File: src/sv/cvm_pkg.sv
// ----------------------------------------------------------------------------
// cvm_pkg
// Types, register codes and small arithmetic helpers for the closest video
// mode search.
// ----------------------------------------------------------------------------
package cvm_pkg;

  localparam int COLOR_W   = 5;
  localparam int DIM_W     = 14;
  localparam int RATE_W    = 10;
  localparam int WCOLOR_W  = 6;
  localparam int WRATE_W   = 11;
  localparam int CFG_W     = 14;
  localparam int CFG_IDX_W = 3;
  localparam int CKEY_W    = 6;
  localparam int SKEY_W    = 29;
  localparam int RKEY_W    = 12;
  localparam int INDEX_W   = 8;

  localparam logic [CKEY_W-1:0]   COLOR_SAT      = 6'd63;
  localparam logic [WCOLOR_W-1:0] WANT_DONT_CARE = 6'h3F;
  localparam logic [WRATE_W-1:0]  WANT_HIGHEST   = 11'h7FF;

  typedef enum logic [CFG_IDX_W-1:0] {
    REG_WANT_RED     = 3'd0,
    REG_WANT_GREEN   = 3'd1,
    REG_WANT_BLUE    = 3'd2,
    REG_WANT_WIDTH   = 3'd3,
    REG_WANT_HEIGHT  = 3'd4,
    REG_WANT_REFRESH = 3'd5
  } cfg_reg_t;

  typedef struct packed {
    logic [WCOLOR_W-1:0] red;
    logic [WCOLOR_W-1:0] green;
    logic [WCOLOR_W-1:0] blue;
    logic [DIM_W-1:0]    width;
    logic [DIM_W-1:0]    height;
    logic [WRATE_W-1:0]  refresh;
  } want_t;

  typedef struct packed {
    logic [COLOR_W-1:0] red;
    logic [COLOR_W-1:0] green;
    logic [COLOR_W-1:0] blue;
    logic [DIM_W-1:0]   width;
    logic [DIM_W-1:0]   height;
    logic [RATE_W-1:0]  refresh;
  } mode_t;

  typedef struct packed {
    logic [CKEY_W-1:0] color;
    logic [SKEY_W-1:0] size;
    logic [RKEY_W-1:0] rate;
  } key_t;

  // |cand - want| with want a signed 6-bit value, cand unsigned 5-bit
  function automatic logic [CKEY_W-1:0] color_dist(logic [COLOR_W-1:0] c,
                                                   logic [WCOLOR_W-1:0] w);
    logic [WCOLOR_W:0] d;
    logic [WCOLOR_W:0] n;
    d = {2'b00, c} - {w[WCOLOR_W-1], w};
    n = -d;
    return d[WCOLOR_W] ? n[CKEY_W-1:0] : d[CKEY_W-1:0];
  endfunction

  function automatic logic [DIM_W-1:0] dim_dist(logic [DIM_W-1:0] c,
                                                logic [DIM_W-1:0] w);
    logic [DIM_W:0] d;
    logic [DIM_W:0] n;
    d = {1'b0, c} - {1'b0, w};
    n = -d;
    return d[DIM_W] ? n[DIM_W-1:0] : d[DIM_W-1:0];
  endfunction

  // rate key: plain distance below 2048; prefer-highest maps above all of them
  function automatic logic [RKEY_W-1:0] rate_key(logic [RATE_W-1:0] c,
                                                 logic [WRATE_W-1:0] w);
    logic [RKEY_W-1:0] d;
    logic [RKEY_W-1:0] n;
    d = {2'b00, c} - {w[WRATE_W-1], w};
    n = -d;
    if (w == WANT_HIGHEST) begin
      return {2'b10, ~c};
    end
    return d[RKEY_W-1] ? n : d;
  endfunction

endpackage

File: src/sv/cvm_key_calc.sv
// ----------------------------------------------------------------------------
// cvm_key_calc
// Input register and key stage: colour, size and rate distances per request.
// ----------------------------------------------------------------------------
module cvm_key_calc (
  input  logic          clk,
  input  logic          rst,
  input  logic          in_valid,
  output logic          in_ready,
  input  cvm_pkg::mode_t in_mode,
  input  logic          in_final,
  input  cvm_pkg::want_t want,
  output logic          k_valid,
  input  logic          k_ready,
  output cvm_pkg::key_t  k_key,
  output cvm_pkg::mode_t k_mode,
  output logic          k_final
);
  import cvm_pkg::*;

  logic  v1;
  logic  v1_next;
  mode_t mode1;
  logic  final1;
  logic  v2_next;
  logic  s2_free;
  logic  move1;
  logic  in_fire;

  logic [CKEY_W:0]     dr;
  logic [CKEY_W:0]     dg;
  logic [CKEY_W:0]     db;
  logic [CKEY_W+1:0]   csum;
  logic [DIM_W-1:0]    dw;
  logic [DIM_W-1:0]    dh;
  logic [2*DIM_W-1:0]  sqw;
  logic [2*DIM_W-1:0]  sqh;
  key_t                key_next;

  assign s2_free  = !k_valid || k_ready;
  assign move1    = v1 && s2_free;
  assign in_ready = !v1 || s2_free;
  assign in_fire  = in_valid && in_ready;

  always_comb begin
    dr = (want.red   == WANT_DONT_CARE) ? '0 : {1'b0, color_dist(mode1.red,   want.red)};
    dg = (want.green == WANT_DONT_CARE) ? '0 : {1'b0, color_dist(mode1.green, want.green)};
    db = (want.blue  == WANT_DONT_CARE) ? '0 : {1'b0, color_dist(mode1.blue,  want.blue)};
    csum = {1'b0, dr} + {1'b0, dg} + {1'b0, db};
    dw  = dim_dist(mode1.width,  want.width);
    dh  = dim_dist(mode1.height, want.height);
    sqw = dw * dw;
    sqh = dh * dh;
    key_next.color = (csum > {2'b00, COLOR_SAT}) ? COLOR_SAT : csum[CKEY_W-1:0];
    key_next.size  = {1'b0, sqw} + {1'b0, sqh};
    key_next.rate  = rate_key(mode1.refresh, want.refresh);
  end

  always_comb begin
    v1_next = v1;
    if (in_fire) begin
      v1_next = 1'b1;
    end else if (move1) begin
      v1_next = 1'b0;
    end
    v2_next = k_valid;
    if (move1) begin
      v2_next = 1'b1;
    end else if (k_ready) begin
      v2_next = 1'b0;
    end
  end

  always_ff @(posedge clk) begin
    if (rst) begin
      v1      <= 1'b0;
      k_valid <= 1'b0;
    end else begin
      v1      <= v1_next;
      k_valid <= v2_next;
    end
  end

  always_ff @(posedge clk) begin
    if (in_fire) begin
      mode1  <= in_mode;
      final1 <= in_final;
    end
    if (move1) begin
      k_key   <= key_next;
      k_mode  <= mode1;
      k_final <= final1;
    end
  end

endmodule

File: src/sv/cvm_best_track.sv
// ----------------------------------------------------------------------------
// cvm_best_track
// Running best compare and update, candidate counter and result register.
// ----------------------------------------------------------------------------
module cvm_best_track #(
  parameter int MAX_MODES = 256
) (
  input  logic                           clk,
  input  logic                           rst,
  input  logic                           k_valid,
  output logic                           k_ready,
  input  cvm_pkg::key_t                  k_key,
  input  cvm_pkg::mode_t                 k_mode,
  input  logic                           k_final,
  output logic                           out_valid,
  input  logic                           out_ready,
  output logic [cvm_pkg::INDEX_W-1:0]    best_index,
  output cvm_pkg::mode_t                 best_mode
);
  import cvm_pkg::*;

  localparam int CW = (MAX_MODES > 1) ? $clog2(MAX_MODES) : 1;
  localparam int IW = (CW > INDEX_W) ? CW : INDEX_W;
  localparam logic [CW-1:0] LAST_COUNT = CW'(MAX_MODES - 1);

  logic          have_choice;
  logic [CW-1:0] cand_counter;
  key_t          least;
  logic [CW-1:0] chosen_index;
  mode_t         chosen_mode;

  logic          fire;
  logic          better;
  logic          out_valid_next;
  logic [CW-1:0] pick_index;
  mode_t         pick_mode;
  logic [IW-1:0] pick_index_ext;

  assign k_ready = !k_final || !out_valid || out_ready;
  assign fire    = k_valid && k_ready;

  always_comb begin
    better = !have_choice ||
             (k_key.color < least.color) ||
             (k_key.color == least.color && k_key.size < least.size) ||
             (k_key.color == least.color && k_key.size == least.size &&
              k_key.rate < least.rate);
    pick_index     = better ? cand_counter : chosen_index;
    pick_mode      = better ? k_mode : chosen_mode;
    pick_index_ext = IW'(pick_index);
    out_valid_next = out_valid && !out_ready;
    if (fire && k_final) begin
      out_valid_next = 1'b1;
    end
  end

  always_ff @(posedge clk) begin
    if (rst) begin
      have_choice  <= 1'b0;
      cand_counter <= '0;
      out_valid    <= 1'b0;
    end else begin
      out_valid <= out_valid_next;
      if (fire) begin
        have_choice  <= !k_final;
        cand_counter <= (k_final || cand_counter == LAST_COUNT) ? '0 : cand_counter + 1'b1;
      end
    end
  end

  always_ff @(posedge clk) begin
    if (fire && better) begin
      least        <= k_key;
      chosen_index <= cand_counter;
      chosen_mode  <= k_mode;
    end
    if (fire && k_final) begin
      best_index <= pick_index_ext[INDEX_W-1:0];
      best_mode  <= pick_mode;
    end
  end

`ifndef SYNTHESIS
  a_clear_after_final: assert property (@(posedge clk) disable iff (rst)
    fire && k_final |=> !have_choice && cand_counter == '0)
    else $error("search state not cleared after final candidate");

  a_choice_after_cand: assert property (@(posedge clk) disable iff (rst)
    fire && !k_final |=> have_choice)
    else $error("no choice held after a candidate");

  a_result_from_final: assert property (@(posedge clk) disable iff (rst)
    $rose(out_valid) |-> $past(fire && k_final))
    else $error("result raised without a final candidate");

  a_no_overwrite: assert property (@(posedge clk) disable iff (rst)
    out_valid && !out_ready |-> !fire || !k_final)
    else $error("final candidate retired over a pending result");
`endif

endmodule

File: src/sv/closest_video_mode_select_unit.sv
// ----------------------------------------------------------------------------
// closest_video_mode_select_unit
// Picks the candidate display mode closest to a configured desired mode.
// ----------------------------------------------------------------------------
// usage:
//   program the desired mode through cfg_we/cfg_index/cfg_data while idle,
//   then stream candidates on in_valid/in_ready, one request per mode, with
//   final_cand set on the last one of the list.
//   each list yields one result on out_valid/out_ready: the index of the
//   winning candidate within the list and its fields.
//   ranking is colour distance, then squared size distance, then refresh
//   distance (highest first for -1); on a tie the earlier candidate stays.
// timing:
//   one candidate per cycle sustained while no final candidate waits on a
//   held result, limited by the compare-and-update loop on the running best.
//   the result shows on out_valid once the final candidate has passed the
//   input register, the key register, then the result register.
// reset:
//   desired colours and refresh go to -1, width and height to 0, search
//   state and counter clear, no result pending.
// stalls:
//   a held result blocks only the next final candidate; other candidates
//   keep flowing, and backpressure reaches in_ready through the pipeline.
// ----------------------------------------------------------------------------
module closest_video_mode_select_unit #(
  parameter int MAX_MODES = 256
) (
  input  logic                            clk,
  input  logic                            rst,
  input  logic                            cfg_we,
  input  logic [cvm_pkg::CFG_IDX_W-1:0]   cfg_index,
  input  logic [cvm_pkg::CFG_W-1:0]       cfg_data,
  input  logic                            in_valid,
  output logic                            in_ready,
  input  logic [cvm_pkg::COLOR_W-1:0]     cand_red_bits,
  input  logic [cvm_pkg::COLOR_W-1:0]     cand_green_bits,
  input  logic [cvm_pkg::COLOR_W-1:0]     cand_blue_bits,
  input  logic [cvm_pkg::DIM_W-1:0]       cand_width,
  input  logic [cvm_pkg::DIM_W-1:0]       cand_height,
  input  logic [cvm_pkg::RATE_W-1:0]      cand_refresh,
  input  logic                            final_cand,
  output logic                            out_valid,
  input  logic                            out_ready,
  output logic [cvm_pkg::INDEX_W-1:0]     best_index,
  output logic [cvm_pkg::COLOR_W-1:0]     best_red_bits,
  output logic [cvm_pkg::COLOR_W-1:0]     best_green_bits,
  output logic [cvm_pkg::COLOR_W-1:0]     best_blue_bits,
  output logic [cvm_pkg::DIM_W-1:0]       best_width,
  output logic [cvm_pkg::DIM_W-1:0]       best_height,
  output logic [cvm_pkg::RATE_W-1:0]      best_refresh
);
  import cvm_pkg::*;

  want_t want;
  mode_t in_mode;
  key_t  k_key;
  mode_t k_mode;
  mode_t best_mode;
  logic  k_valid;
  logic  k_ready;
  logic  k_final;

  always_ff @(posedge clk) begin
    if (rst) begin
      want.red     <= WANT_DONT_CARE;
      want.green   <= WANT_DONT_CARE;
      want.blue    <= WANT_DONT_CARE;
      want.width   <= '0;
      want.height  <= '0;
      want.refresh <= WANT_HIGHEST;
    end else if (cfg_we) begin
      case (cfg_index)
        REG_WANT_RED:     want.red     <= cfg_data[WCOLOR_W-1:0];
        REG_WANT_GREEN:   want.green   <= cfg_data[WCOLOR_W-1:0];
        REG_WANT_BLUE:    want.blue    <= cfg_data[WCOLOR_W-1:0];
        REG_WANT_WIDTH:   want.width   <= cfg_data[DIM_W-1:0];
        REG_WANT_HEIGHT:  want.height  <= cfg_data[DIM_W-1:0];
        REG_WANT_REFRESH: want.refresh <= cfg_data[WRATE_W-1:0];
        default: ;
      endcase
    end
  end

  assign in_mode.red     = cand_red_bits;
  assign in_mode.green   = cand_green_bits;
  assign in_mode.blue    = cand_blue_bits;
  assign in_mode.width   = cand_width;
  assign in_mode.height  = cand_height;
  assign in_mode.refresh = cand_refresh;

  cvm_key_calc u_key_calc (
    .clk      (clk),
    .rst      (rst),
    .in_valid (in_valid),
    .in_ready (in_ready),
    .in_mode  (in_mode),
    .in_final (final_cand),
    .want     (want),
    .k_valid  (k_valid),
    .k_ready  (k_ready),
    .k_key    (k_key),
    .k_mode   (k_mode),
    .k_final  (k_final)
  );

  cvm_best_track #(
    .MAX_MODES (MAX_MODES)
  ) u_best_track (
    .clk        (clk),
    .rst        (rst),
    .k_valid    (k_valid),
    .k_ready    (k_ready),
    .k_key      (k_key),
    .k_mode     (k_mode),
    .k_final    (k_final),
    .out_valid  (out_valid),
    .out_ready  (out_ready),
    .best_index (best_index),
    .best_mode  (best_mode)
  );

  assign best_red_bits   = best_mode.red;
  assign best_green_bits = best_mode.green;
  assign best_blue_bits  = best_mode.blue;
  assign best_width      = best_mode.width;
  assign best_height     = best_mode.height;
  assign best_refresh    = best_mode.refresh;

endmodule

File: config.mk
export PLATFORM = sky130hd
export DESIGN_NAME = closest_video_mode_select_unit
export DESIGN_NICKNAME = d
export VERILOG_FILES = /design/src/sv/cvm_pkg.sv /design/src/sv/cvm_key_calc.sv /design/src/sv/cvm_best_track.sv /design/src/sv/closest_video_mode_select_unit.sv
export SDC_FILE = /design/constraint.sdc
export NUM_CORES = 1
export LEC_CHECK = 0
export BUFFER_PORTS_ARGS = -buffer_cell sky130_fd_sc_hd__buf_2
export CAP_MARGIN = 20
export CORE_UTILIZATION = 45
export CTS_CLUSTER_SIZE = 16
export DETAILED_ROUTE_END_ITERATION = 8
export PLACE_DENSITY_LB_ADDON = 0.25
export SLEW_MARGIN = 20
export SYNTH_ARGS = -nofsm -noshare
export SYNTH_HDL_FRONTEND = slang
export SYNTH_SLANG_ARGS = --single-unit
File: constraint.sdc
create_clock -name clk -period 16.98 [get_ports clk]
set_clock_uncertainty 0.2 [all_clocks]
set_input_delay 2.547 -clock clk [delete_from_list [all_inputs] [get_ports clk]]
set_output_delay 2.547 -clock clk [all_outputs]
set_load 0.01 [all_outputs]
==> results of run 1 <==
registers in the layout, indices dropped and copies added (netlist names), 47 cells and up:
register / flops
want: 57
u_best_track.best_mode: 53
u_best_track.chosen_mode: 53
u_key_calc.k_mode: 53
u_key_calc.mode1: 53
u_best_track.least: 47
u_key_calc.k_key: 47
cell type report:
class	instances	area, sq um
Inverter	563	2118
Multi-Input combinational cell	1690	16170
Tap cell	855	1070
Sequential cell	393	11110
Clock inverter	28	332.8
Clock buffer	47	1112
Timing Repair Buffer	166	904.6
Fill cell	5844	31880
stage by stage:
stage,instance area [sq um],cells
after floorplan,29540,2695
after global placement,31350,3667
after detailed placement,31360,3667
after CTS,32800,3742
after global routing,32810,3742
final,32810,3742
cell usage after synthesis (5+ instances only):
| cell | count | area, sq um |
|---|---|---|
| sky130_fd_sc_hd__inv_1 | 552 | 2072 |
| sky130_fd_sc_hd__edfxtp_1 | 324 | 9729 |
| sky130_fd_sc_hd__fa_1 | 304 | 6086 |
| sky130_fd_sc_hd__ha_1 | 251 | 3141 |
| sky130_fd_sc_hd__nand2_1 | 211 | 792.0 |
| sky130_fd_sc_hd__nor2_1 | 210 | 788.3 |
| sky130_fd_sc_hd__a21oi_1 | 99 | 495.5 |
| sky130_fd_sc_hd__xnor2_1 | 76 | 665.6 |
| sky130_fd_sc_hd__dfxtp_1 | 69 | 1381 |
| sky130_fd_sc_hd__mux2_2 | 65 | 732.0 |
| sky130_fd_sc_hd__a21o_1 | 49 | 367.9 |
| sky130_fd_sc_hd__xor2_1 | 46 | 402.9 |
| sky130_fd_sc_hd__o21ai_0 | 43 | 215.2 |
| sky130_fd_sc_hd__clkbuf_1 | 42 | 157.7 |
| sky130_fd_sc_hd__nand2b_1 | 29 | 181.4 |
| sky130_fd_sc_hd__nor2b_1 | 26 | 162.7 |
| sky130_fd_sc_hd__nand3_1 | 25 | 125.1 |
| sky130_fd_sc_hd__nor3_1 | 25 | 125.1 |
| sky130_fd_sc_hd__or3_1 | 18 | 112.6 |
| sky130_fd_sc_hd__or2_2 | 17 | 106.4 |
| sky130_fd_sc_hd__o21a_1 | 16 | 120.1 |
| sky130_fd_sc_hd__nand3b_1 | 14 | 105.1 |
| sky130_fd_sc_hd__nand4_1 | 14 | 87.58 |
| sky130_fd_sc_hd__and3_1 | 13 | 81.33 |
| sky130_fd_sc_hd__mux2i_1 | 13 | 130.1 |
| sky130_fd_sc_hd__o211ai_1 | 12 | 90.09 |
| sky130_fd_sc_hd__a211o_1 | 9 | 78.83 |
| sky130_fd_sc_hd__a31oi_1 | 9 | 56.30 |
| sky130_fd_sc_hd__o31a_1 | 8 | 70.07 |
| sky130_fd_sc_hd__a211oi_1 | 7 | 52.55 |
| sky130_fd_sc_hd__inv_2 | 7 | 26.28 |
| sky130_fd_sc_hd__o31ai_1 | 7 | 52.55 |
| sky130_fd_sc_hd__and2_1 | 5 | 31.28 |
| sky130_fd_sc_hd__o21bai_1 | 5 | 37.54 |
| sky130_fd_sc_hd__o22ai_1 | 5 | 31.28 |
layer usage:
layer | vias to the layer above | part of all wire [%] | track usage, %
met3 | 114 | 5.1 | 2.434
met5 | - | 0 | 0
met2 | 469 | 48 | 35.42
met4 | 0 | 2.9 | 6.986
li1 | 9096 | - | -
met1 | 9591 | 44 | 28.50
worst max path at each step:
stage	start	endpoint	slack, ns	cells after the start
floorplan	u_key_calc.mode1[24]	u_key_calc.k_key[40]	7.69	36
global placement	u_key_calc.mode1[24]	u_key_calc.k_key[40]	6.59	35
detailed placement	u_key_calc.mode1[24]	u_key_calc.k_key[40]	6.31	35
CTS	u_key_calc.mode1[24]	u_key_calc.k_key[40]	6.29	35
global route	u_key_calc.mode1[24]	u_key_calc.k_key[40]	5.56	35
finish	u_key_calc.mode1[24]	u_key_calc.k_key[40]	6.28	35
cell families (layout without fill, tap and decap cells):
group / after synthesis / in the layout / share of synthesized area [%]
XOR/XNOR: 126 / 126 / 3.838
AND/OR/NAND/NOR: 627 / 627 / 9.755
adder cells (fa/ha/maj): 555 / 555 / 31.24
buffers and inverters: 612 / 804 / 7.866
flip-flops: 393 / 393 / 37.61
AO/OA/AOI/OAI: 304 / 304 / 6.773
multiplexers: 78 / 78 / 2.918
worst reg2reg max path, delay by kind of cell (launching register included):
kind	cells	cell delay, ns
adder cells (fa/ha/maj)	10	4.37
AND/OR/NAND/NOR	6	1.42
XOR/XNOR	1	0.09
flip-flops	1	0.38
buffers and inverters	7	0.39
AO/OA/AOI/OAI	11	3.60
==> impl_table.tex, run 1 <==
\begin{tabular}{lr}
\hline
Metric & Value \\
\hline
\multicolumn{2}{l}{\textbf{Setup path}} \\
\quad Slowest stage cell, crit path & sky130\_fd\_sc\_hd\_\_a21oi\_1 \\
\quad Delay contributed by the slowest stage of the critical path & 0.80 ns \\
\quad Number of buffers and inverters on the critical path & 7 \\
\quad Critical setup path kind & reg2reg \\
\quad Setup crit end kind & flip-flop \\
\quad Minimum setup slack among reg-to-reg paths & 6.28 ns \\
\quad Crit path max fanout & 12 \\
\quad Start of the worst register-to-register path & u\_key\_calc.mode1[24] \\
\quad Most frequent cell on the critical path & sky130\_fd\_sc\_hd\_\_fa\_1 \\
\quad Arrival time worst endpoint & 10.80 ns \\
\quad Required time worst endpoint & 17.08 ns \\
\quad Kind of cell adding the most delay to the critical path & adder cells \\
\quad Number of cells traversed by the worst register-to-register path & 35 \\
\quad Worst flop-to-flop path endpoint & u\_key\_calc.k\_key[40] \\
\quad Kind of start point of the critical path & flip-flop \\
\multicolumn{2}{l}{\textbf{STA}} \\
\quad Worst-case hold slack & 0.2444 ns \\
\quad Unrepaired setup endpoints after global routing & no \\
\quad Transition time at the pin with the least slew margin & 1.077 ns \\
\quad Number of hold violations in the final report & 0 \\
\quad Top achievable clock speed & 93.47 MHz \\
\quad Slew HR & 27.86\% \\
\quad Period utilization & 63.01\% \\
\quad Final setup margin & 6.281 ns \\
\quad Number of failing setup endpoints in the final timing report & 0 \\
\quad Setup TNS Final & 0 ns \\
\quad Final count of pins violating max slew & 0 \\
\quad Min Tclk post-route & roughly 11 ns \\
\multicolumn{2}{l}{\textbf{Clock tree}} \\
\quad Clk Latency, worst-skew pair & slightly below 0.6 ns \\
\quad Clock sinks & between 300 and 400 \\
\quad Clock H-tree levels & 2 \\
\quad Hold buffer count at cts & 0 \\
\quad Num CTS Buffers & 41 \\
\quad Reg clk slew, reported paths & 0.07 ns \\
\quad PostCTS Resize Cnt & 0 \\
\quad Clock tree root buffer cell & sky130\_fd\_sc\_hd\_\_clkbuf\_16 \\
\quad Count of buffers added by post-CTS timing repair for setup & 0 \\
\quad CTS tree & done \\
\quad Clock Tree Buf Depth & 3 \\
\multicolumn{2}{l}{\textbf{Detailed routing}} \\
\quad First drt pass iteration count & 5 \\
\quad Via density per instance & 5.150 \\
\quad Count of vias placed by the detailed router & 19,270 \\
\quad Number of design rule violations left after detail routing & 0 \\
\quad Detail-routed net length per standard cell & around 18 um \\
\quad Detail Route Antenna Nets & 0 \\
\quad Number of DRC markers after the initial detailed-route iteration & 1,327 \\
\quad Total wire length after detailed routing & slightly below 70,000 um \\
\multicolumn{2}{l}{\textbf{Yosys}} \\
\quad Net Count, Synth & between 3,000 and 4,000 \\
\quad Summed instance area of the synthesized netlist & approximately 0.030 sq mm \\
\quad Post-synth EDFFs & 324 \\
\quad Post-synthesis sequential area ratio & between 30\% and 40\% \\
\quad Yosys reg bits & 393 \\
\quad Mean cell area of the mapped netlist & 10.96 sq um \\
\quad Post-Syn Instances & 2,695 \\
\quad Main synth FF type & sky130\_fd\_sc\_hd\_\_edfxtp\_1 \\
\quad Post-synthesis async set-or-reset flop share & 0\% \\
\quad Cell variety after synth & 79 \\
\quad Warnings from Yosys & 0 \\
\multicolumn{2}{l}{\textbf{Placed design}} \\
\quad IO buf count & $\sim$140 \\
\quad Global placer's final weighted congestion & about 0.9 \\
\quad Placement-stage worst setup slack & between 6 and 7 ns \\
\quad HPWL after DPL & between 50,000 and 60,000 um \\
\multicolumn{2}{l}{\textbf{Layout}} \\
\quad Utilization after layout & 50.72\% \\
\quad Highest-count cells in the layout ignoring fill and taps & sky130\_fd\_sc\_hd\_\_inv\_1 (552), sky130\_fd\_sc\_hd\_\_edfxtp\_1 (324), sky130\_fd\_sc\_hd\_\_fa\_1 (304) \\
\quad Most common cell after layout, fill and taps aside & sky130\_fd\_sc\_hd\_\_inv\_1 \\
\quad P\&R area growth vs syn & 11.09\% \\
\quad Final \#Nets & 3,486 \\
\quad Layout cell share with drive strength beyond 1 & 12.26\% \\
\quad N\_diodes & 0 \\
\multicolumn{2}{l}{\textbf{Outcome}} \\
\quad Outcome & complete, no violations \\
\multicolumn{2}{l}{\textbf{Min path}} \\
\quad Classification of the worst-slack hold path & reg2reg \\
\quad Number of cells on the worst hold path & 0 \\
\quad Hold\_sp & u\_key\_calc.k\_mode[42] \\
\quad End point of the worst hold path & u\_best\_track.chosen\_mode[42] \\
\multicolumn{2}{l}{\textbf{Die}} \\
\quad Number of placed I/O pins & approximately 140 \\
\quad Core footprint & 0.06470 sq mm \\
\quad Die extent in x & 258.2 um \\
\quad Initial cell density of the core & 45.66\% \\
\quad Die Footprint & 0.06667 sq mm \\
\quad Floorplan row count & 93 \\
\quad Die Height & approximately 260 um \\
\multicolumn{2}{l}{\textbf{Run}} \\
\quad Max-cap viol count & 0 \\
\multicolumn{2}{l}{\textbf{Global route}} \\
\quad Via count of the first global-routing pass & 20,270 \\
\quad Wire length of the first global-routing pass & around 110,000 um \\
\quad Initial antenna violation count & 1 \\
\quad Largest net degree at the start of global routing & 77 \\
\quad Total Routing Usage GR & 21.12\% \\
\quad Aggregate global routing overflow & 0 \\
\hline
\end{tabular}
Power of run 1 is not shown: default switching activity piles up to over one toggle a cycle in this logic, so the estimate is an artifact.
==> run 2: changes to the inputs <==
clock period = 8.8 ns   (was 16.98 ns; I/O delays follow)
==> impl_table.tex, run 2 (same netlist as run 1, synthesis figures left out) <==
\begin{tabular}{lr}
\hline
Metric & Value \\
\hline
\multicolumn{2}{l}{\textbf{Detailed routing}} \\
\quad Via density per instance & 5.024 (was 5.150) \\
\quad Total wire length after detailed routing & 74,650 um (was 67,990 um) \\
\quad Highest signal layer in the routed design & met5 (was met4) \\
\quad Number of DRC markers after the initial detailed-route iteration & 1,190 (was 1,327) \\
\quad Count of vias placed by the detailed router & 20,580 (was 19,270) \\
\quad First drt pass iteration count & 5 (unchanged) \\
\quad Routed wire length on met3 & 3794 um (was 3435 um) \\
\quad DRT met1 WL & 32,710 um (was 30,050 um) \\
\quad Detail Route Antenna Nets & 0 (unchanged) \\
\quad Number of design rule violations left after detail routing & 0 (unchanged) \\
\quad Met2 Routed Length & 35,580 um (was 32,520 um) \\
\quad Detail-routed net length per standard cell & 18.23 um (was 18.17 um) \\
\multicolumn{2}{l}{\textbf{Clock tree}} \\
\quad Reg clk slew, reported paths & 0.07 ns (about the same) \\
\quad Clock tree root buffer cell & sky130\_fd\_sc\_hd\_\_clkbuf\_16 (unchanged) \\
\quad Clk Latency, worst-skew pair & 0.59 ns (was 0.58 ns) \\
\quad Clock Tree Buf Depth & 3 (unchanged) \\
\quad CTS tree & done (unchanged) \\
\quad Hold buffer count at cts & 0 (unchanged) \\
\quad Clock H-tree levels & 2 (unchanged) \\
\quad Num CTS Buffers & 42 (was 41) \\
\quad Clock sinks & 393 (unchanged) \\
\multicolumn{2}{l}{\textbf{Setup path}} \\
\quad Required time worst endpoint & 8.92 ns (was 17.08 ns) \\
\quad Most frequent cell on the critical path & sky130\_fd\_sc\_hd\_\_fa\_1 (unchanged) \\
\quad Start of the worst register-to-register path & u\_key\_calc.mode1[11] (was u\_key\_calc.mode1[24]) \\
\quad Delay contributed by the slowest stage of the critical path & 0.57 ns (was 0.80 ns) \\
\quad Crit path max fanout & 3 (was 12) \\
\quad Worst flop-to-flop path endpoint & u\_key\_calc.k\_key[39] (was u\_key\_calc.k\_key[40]) \\
\quad Slowest stage cell, crit path & sky130\_fd\_sc\_hd\_\_fa\_1 (was sky130\_fd\_sc\_hd\_\_a21oi\_1) \\
\quad Critical setup path kind & reg2reg (unchanged) \\
\quad Arrival time worst endpoint & 9.36 ns (was 10.80 ns) \\
\quad Minimum setup slack among reg-to-reg paths & -0.45 ns (was 6.28 ns) \\
\quad Setup crit end kind & flip-flop (unchanged) \\
\quad Kind of start point of the critical path & flip-flop (unchanged) \\
\quad Number of cells traversed by the worst register-to-register path & 33 (was 35) \\
\multicolumn{2}{l}{\textbf{Outcome}} \\
\quad Outcome & finished with violations (was complete, no violations) \\
\quad Violations in the final reports & setup timing \\
\multicolumn{2}{l}{\textbf{STA}} \\
\quad Worst-case hold slack & 0.2297 ns (was 0.2444 ns) \\
\quad Final count of pins violating max slew & 0 (unchanged) \\
\quad Number of failing setup endpoints in the final timing report & 12 (was 0) \\
\quad Period utilization & 105.1\% (was 63.01\%) \\
\quad Top achievable clock speed & 108.2 MHz (was 93.47 MHz) \\
\quad Min Tclk post-route & 9.245 ns (was 10.70 ns) \\
\quad Unrepaired setup endpoints after global routing & yes (was no) \\
\quad Number of hold violations in the final report & 0 (unchanged) \\
\quad Transition time at the pin with the least slew margin & 1.102 ns (was 1.077 ns) \\
\quad Slew HR & 26.54\% (was 27.86\%) \\
\quad Final setup margin & -0.4453 ns (was 6.281 ns) \\
\multicolumn{2}{l}{\textbf{Layout}} \\
\quad Largest reg by FF count & want (unchanged) \\
\quad Number of flip-flops in the largest register & 57 (unchanged) \\
\quad Utilization after layout & 56.27\% (was 50.72\%) \\
\quad Most common cell after layout, fill and taps aside & sky130\_fd\_sc\_hd\_\_inv\_1 (unchanged) \\
\quad Highest-count cells in the layout ignoring fill and taps & sky130\_fd\_sc\_hd\_\_inv\_1 (535), sky130\_fd\_sc\_hd\_\_buf\_4 (354), sky130\_fd\_sc\_hd\_\_edfxtp\_1 (324) (was sky130\_fd\_sc\_hd\_\_inv\_1 (552), sky130\_fd\_sc\_hd\_\_edfxtp\_1 (324), sky130\_fd\_sc\_hd\_\_fa\_1 (304)) \\
\quad P\&R area growth vs syn & 23.25\% (was 11.09\%) \\
\quad Layout cell share with drive strength beyond 1 & 26.33\% (was 12.26\%) \\
\quad Cell Count, Final, Fillers Out & 4,096 (was 3,742) \\
\quad Final \#Nets & 3,840 (was 3,486) \\
\multicolumn{2}{l}{\textbf{Global route}} \\
\quad Initial antenna violation count & 3 (was 1) \\
\quad Via count of the first global-routing pass & 22,110 (was 20,270) \\
\quad Total Routing Usage GR & 23.07\% (was 21.12\%) \\
\quad Wire length of the first global-routing pass & 119,200 um (was 109,700 um) \\
\quad Aggregate global routing overflow & 0 (unchanged) \\
\quad Largest net degree at the start of global routing & 69 (was 77) \\
\multicolumn{2}{l}{\textbf{Placed design}} \\
\quad HPWL after DPL & 59,940 um (was 53,480 um) \\
\quad Placement-stage worst setup slack & -0.7061 ns (was 6.305 ns) \\
\quad IO buf count & 138 (unchanged) \\
\quad Placed instance count & 3,968 (was 3,667) \\
\quad Global placer's final weighted congestion & 0.9190 (was 0.9004) \\
\multicolumn{2}{l}{\textbf{Die}} \\
\quad Die Height & 258.2 um (unchanged) \\
\quad Die extent in x & 258.2 um (unchanged) \\
\quad Die Footprint & 0.06667 sq mm (unchanged) \\
\quad Core footprint & 0.06470 sq mm (unchanged) \\
\quad Floorplan row count & 93 (unchanged) \\
\quad Number of placed I/O pins & 139 (unchanged) \\
\quad Initial cell density of the core & 45.66\% (unchanged) \\
\multicolumn{2}{l}{\textbf{Min path}} \\
\quad End point of the worst hold path & u\_best\_track.chosen\_mode[40] (was u\_best\_track.chosen\_mode[42]) \\
\quad Hold\_sp & u\_key\_calc.k\_mode[40] (was u\_key\_calc.k\_mode[42]) \\
\quad Number of cells on the worst hold path & 0 (unchanged) \\
\quad Classification of the worst-slack hold path & reg2reg (unchanged) \\
\multicolumn{2}{l}{\textbf{Run}} \\
\quad Max-cap viol count & 0 (unchanged) \\
\hline
\end{tabular}
run 2: cell types whose count changed in the layout (fill, tap and decap cells not counted), moves of 19 or more:
cell                      change
sky130_fd_sc_hd__buf_4      +327
sky130_fd_sc_hd__buf_6       +20
sky130_fd_sc_hd__a21oi_1     -19
sky130_fd_sc_hd__nor2_1      -27
run 2: layout make-up:
cell class	count	area, sq um
multi-input cells	1690	16950
well taps	855	1070
inverters	563	2122
clock buffers	49	1087
flip-flops and latches	393	11110
clock inverters	26	349.1
fillers	5563	28290
repair buffers	519	3712
diodes	1	2.502
run 2: stage by stage:
stage          setup TNS (ns)  instance area (sq um)
5_1_grt                -7.927                  36400
2_1_floorplan       -0.004029                  29790
6_report               -3.184                  36410
3_3_place_gp           -5.473                  33870
3_5_place_dp           -6.793                  33870
4_1_cts                -2.906                  35930
run 2: how the worst max path moves through the flow:
stage | cells after the start | slack [ns] | startpoint | endpoint
final | 33 | -0.45 | u_key_calc.mode1[11] | u_key_calc.k_key[39]
after global routing | 40 | -0.78 | u_key_calc.mode1[24] | u_key_calc.k_key[39]
after CTS | 33 | -0.40 | u_key_calc.mode1[11] | u_key_calc.k_key[39]
after detailed placement | 36 | -0.71 | u_key_calc.mode1[10] | u_key_calc.k_key[39]
after global placement | 37 | -0.61 | u_key_calc.mode1[24] | u_key_calc.k_key[39]
after floorplan | 35 | -0.004 | u_key_calc.mode1[10] | u_key_calc.k_key[40]
run 2: repair_timing:
item                                    4_1_cts  5_1_grt
endpoints found under the setup margin       16       17
gates resized for setup                      84       82
pin swaps                                    49       63
buffers inserted                             31       23
cloned                                        1        0
run 2: worst max-delay path: cells and delay by family, from the launching register on:
| kind | cells | cell delay [ns] |
|---|---|---|
| AO/OA/AOI/OAI | 6 | 0.93 |
| XOR/XNOR | 4 | 0.55 |
| adder cells (fa/ha/maj) | 9 | 3.94 |
| buffers and inverters | 4 | 0.46 |
| flip-flops | 1 | 0.43 |
| AND/OR/NAND/NOR | 10 | 2.44 |
run 2: per-layer routing:
metal	track usage, %	up-vias
met1	30.36	10200
met3	3.494	127
met2	38.88	461
met4	7.840	4
li1	-	9784
met5	0	-
Power of run 2 is left out for the same reason.
==> run 3: changes to the inputs <==
SETUP_SLACK_MARGIN = 0.2   (was default)
TNS_END_PERCENT = 1   (was default)
==> impl_table.tex, run 3 (same netlist as run 1, synthesis figures left out) <==
\begin{tabular}{lr}
\hline
Metric & Value \\
\hline
\multicolumn{2}{l}{\textbf{Detailed routing}} \\
\quad Via density per instance & 5.013 (was 5.024) \\
\quad Total wire length after detailed routing & 73,160 um (was 74,650 um) \\
\quad First drt pass iteration count & 5 (unchanged) \\
\quad Count of vias placed by the detailed router & 20,390 (was 20,580) \\
\quad Number of DRC markers after the initial detailed-route iteration & 1,126 (was 1,190) \\
\quad Number of design rule violations left after detail routing & 0 (unchanged) \\
\quad Detail-routed net length per standard cell & 17.98 um (was 18.23 um) \\
\quad Detail Route Antenna Nets & 0 (unchanged) \\
\multicolumn{2}{l}{\textbf{STA}} \\
\quad Min Tclk post-route & 9.241 ns (was 9.245 ns) \\
\quad Transition time at the pin with the least slew margin & 1.010 ns (was 1.102 ns) \\
\quad Top achievable clock speed & 108.2 MHz (about the same) \\
\quad Slew HR & 32.67\% (was 26.54\%) \\
\quad Final count of pins violating max slew & 0 (unchanged) \\
\quad Unrepaired setup endpoints after global routing & yes (unchanged) \\
\quad Number of failing setup endpoints in the final timing report & 10 (was 12) \\
\quad Period utilization & 105.0\% (was 105.1\%) \\
\quad Number of hold violations in the final report & 0 (unchanged) \\
\quad Worst-case hold slack & 0.2260 ns (was 0.2297 ns) \\
\quad Final setup margin & -0.4408 ns (was -0.4453 ns) \\
\multicolumn{2}{l}{\textbf{Layout}} \\
\quad P\&R area growth vs syn & 21.73\% (was 23.25\%) \\
\quad Utilization after layout & 55.58\% (was 56.27\%) \\
\quad Cell Count, Final, Fillers Out & 4,068 (was 4,096) \\
\quad Highest-count cells in the layout ignoring fill and taps & sky130\_fd\_sc\_hd\_\_inv\_1 (540), sky130\_fd\_sc\_hd\_\_buf\_4 (331), sky130\_fd\_sc\_hd\_\_edfxtp\_1 (324) (was sky130\_fd\_sc\_hd\_\_inv\_1 (535), sky130\_fd\_sc\_hd\_\_buf\_4 (354), sky130\_fd\_sc\_hd\_\_edfxtp\_1 (324)) \\
\quad Cell area after layout & 0.03596 sq mm (was 0.03641 sq mm) \\
\quad Final \#Nets & 3,807 (was 3,840) \\
\quad Layout cell share with drive strength beyond 1 & 24.84\% (was 26.33\%) \\
\quad Number of flip-flops in the largest register & 57 (unchanged) \\
\quad Most common cell after layout, fill and taps aside & sky130\_fd\_sc\_hd\_\_inv\_1 (unchanged) \\
\quad Largest reg by FF count & want (unchanged) \\
\multicolumn{2}{l}{\textbf{Setup path}} \\
\quad Most frequent cell on the critical path & sky130\_fd\_sc\_hd\_\_fa\_1 (unchanged) \\
\quad Slowest stage cell, crit path & sky130\_fd\_sc\_hd\_\_fa\_1 (unchanged) \\
\quad Delay contributed by the slowest stage of the critical path & 0.59 ns (was 0.57 ns) \\
\quad Number of buffers and inverters on the critical path & 9 (was 4) \\
\quad Minimum setup slack among reg-to-reg paths & -0.44 ns (was -0.45 ns) \\
\quad Arrival time worst endpoint & 9.37 ns (was 9.36 ns) \\
\quad Setup crit end kind & flip-flop (unchanged) \\
\quad Kind of cell adding the most delay to the critical path & adder cells (unchanged) \\
\quad Critical setup path kind & reg2reg (unchanged) \\
\quad Crit path max fanout & 5 (was 3) \\
\quad Kind of start point of the critical path & flip-flop (unchanged) \\
\quad Required time worst endpoint & 8.93 ns (was 8.92 ns) \\
\multicolumn{2}{l}{\textbf{Min path}} \\
\quad Classification of the worst-slack hold path & reg2reg (unchanged) \\
\multicolumn{2}{l}{\textbf{Run}} \\
\quad Max-cap viol count & 0 (unchanged) \\
\multicolumn{2}{l}{\textbf{Clock tree}} \\
\quad Num CTS Buffers & 44 (was 42) \\
\quad Clock Tree Buf Depth & 3 (unchanged) \\
\quad Clock H-tree levels & 2 (unchanged) \\
\quad Clock tree root buffer cell & sky130\_fd\_sc\_hd\_\_clkbuf\_16 (unchanged) \\
\quad CTS tree & done (unchanged) \\
\quad Clk Latency, worst-skew pair & 0.58 ns (was 0.59 ns) \\
\quad Hold buffer count at cts & 0 (unchanged) \\
\quad Reg clk slew, reported paths & 0.06 ns (was 0.07 ns) \\
\quad Clock sinks & 393 (unchanged) \\
\multicolumn{2}{l}{\textbf{Placed design}} \\
\quad Global placer's final weighted congestion & 0.9114 (was 0.9190) \\
\quad IO buf count & 138 (unchanged) \\
\quad Total placed instance area & 0.03387 sq mm (about the same) \\
\quad Placed instance count & 3,959 (was 3,968) \\
\quad HPWL after DPL & 58,740 um (was 59,940 um) \\
\multicolumn{2}{l}{\textbf{Die}} \\
\quad Die Footprint & 0.06667 sq mm (unchanged) \\
\quad Core footprint & 0.06470 sq mm (unchanged) \\
\quad Die extent in x & 258.2 um (unchanged) \\
\quad Floorplan row count & 93 (unchanged) \\
\quad Initial cell density of the core & 45.66\% (unchanged) \\
\quad Number of placed I/O pins & 139 (unchanged) \\
\quad Die Height & 258.2 um (unchanged) \\
\multicolumn{2}{l}{\textbf{Global route}} \\
\quad Largest net degree at the start of global routing & 69 (unchanged) \\
\quad Initial antenna violation count & 1 (was 3) \\
\quad Aggregate global routing overflow & 0 (unchanged) \\
\quad Wire length of the first global-routing pass & 117,700 um (was 119,200 um) \\
\quad Via count of the first global-routing pass & 21,880 (was 22,110) \\
\quad Total Routing Usage GR & 22.65\% (was 23.07\%) \\
\multicolumn{2}{l}{\textbf{Outcome}} \\
\quad Violations in the final reports & setup timing (unchanged) \\
\quad Outcome & finished with violations (unchanged) \\
\hline
\end{tabular}
run 3: changes by cell type in the layout (fill, tap and decap cells not counted), moves of 4 or more:
cell	delta
sky130_fd_sc_hd__xor2_2	+4
sky130_fd_sc_hd__buf_6	-17
sky130_fd_sc_hd__nand2_1	+5
sky130_fd_sc_hd__inv_2	-5
sky130_fd_sc_hd__buf_12	+4
sky130_fd_sc_hd__nor2_1	+7
sky130_fd_sc_hd__clkinvlp_4	+5
sky130_fd_sc_hd__buf_4	-23
sky130_fd_sc_hd__a21oi_1	+4
sky130_fd_sc_hd__nand2_2	-5
sky130_fd_sc_hd__inv_1	+5
sky130_fd_sc_hd__nor2_4	-6
run 3: repair_timing:
| item | 4_1_cts | 5_1_grt |
|---|---|---|
| resized for setup | 73 | 28 |
| gates cloned | 0 | 1 |
| endpoints found under the setup margin | 18 | 20 |
| buffers inserted | 18 | 6 |
| pin swaps | 62 | 23 |
run 3: area by class of cell:
| type | count | area [sq um] |
|---|---|---|
| diodes | 1 | 2.502 |
| clock inverters | 29 | 286.5 |
| flip-flops and latches | 393 | 11110 |
| inverters | 563 | 2120 |
| clock buffers | 53 | 1165 |
| multi-input cells | 1690 | 16790 |
| fillers | 5662 | 28740 |
| well taps | 855 | 1070 |
| repair buffers | 484 | 3411 |
run 3: path summary, 6_finish.rpt:
check | start | endpoint | cells past startpoint
min | u_key_calc.k_key[12] | u_best_track.least[12] | 0
min reg2reg | u_key_calc.k_key[12] | u_best_track.least[12] | 0
max reg2reg | u_key_calc.mode1[10] | u_key_calc.k_key[38] | 37
max | u_key_calc.mode1[10] | u_key_calc.k_key[38] | 37
run 3: worst reg2reg max path: cells and delay by family, from the launching register on:
family	cells	cell delay, ns
buffers and inverters	9	0.84
AND/OR/NAND/NOR	11	2.41
XOR/XNOR	2	0.25
adder cells (fa/ha/maj)	10	4.31
flip-flops	1	0.35
AO/OA/AOI/OAI	5	0.61
run 3: stage by stage:
stage	TNS, ns	worst slack, ns
after floorplan	0	0.01336
after global placement	-4.906	-0.5753
after detailed placement	-8.585	-0.8312
after CTS	-3.364	-0.4603
after global routing	-8.611	-0.8123
final	-3.326	-0.4408
run 3: routing by layer:
| layer | up-vias | global-route usage, % | wire length (um) |
|---|---|---|---|
| met5 | - | 0 | 12 |
| met4 | 2 | 5.210 | 1484 |
| met3 | 80 | 2.807 | 3270 |
| met2 | 417 | 38.78 | 35610 |
| met1 | 10160 | 30.66 | 32780 |
| li1 | 9734 | - | - |
Power of run 3 is left out for the same reason.
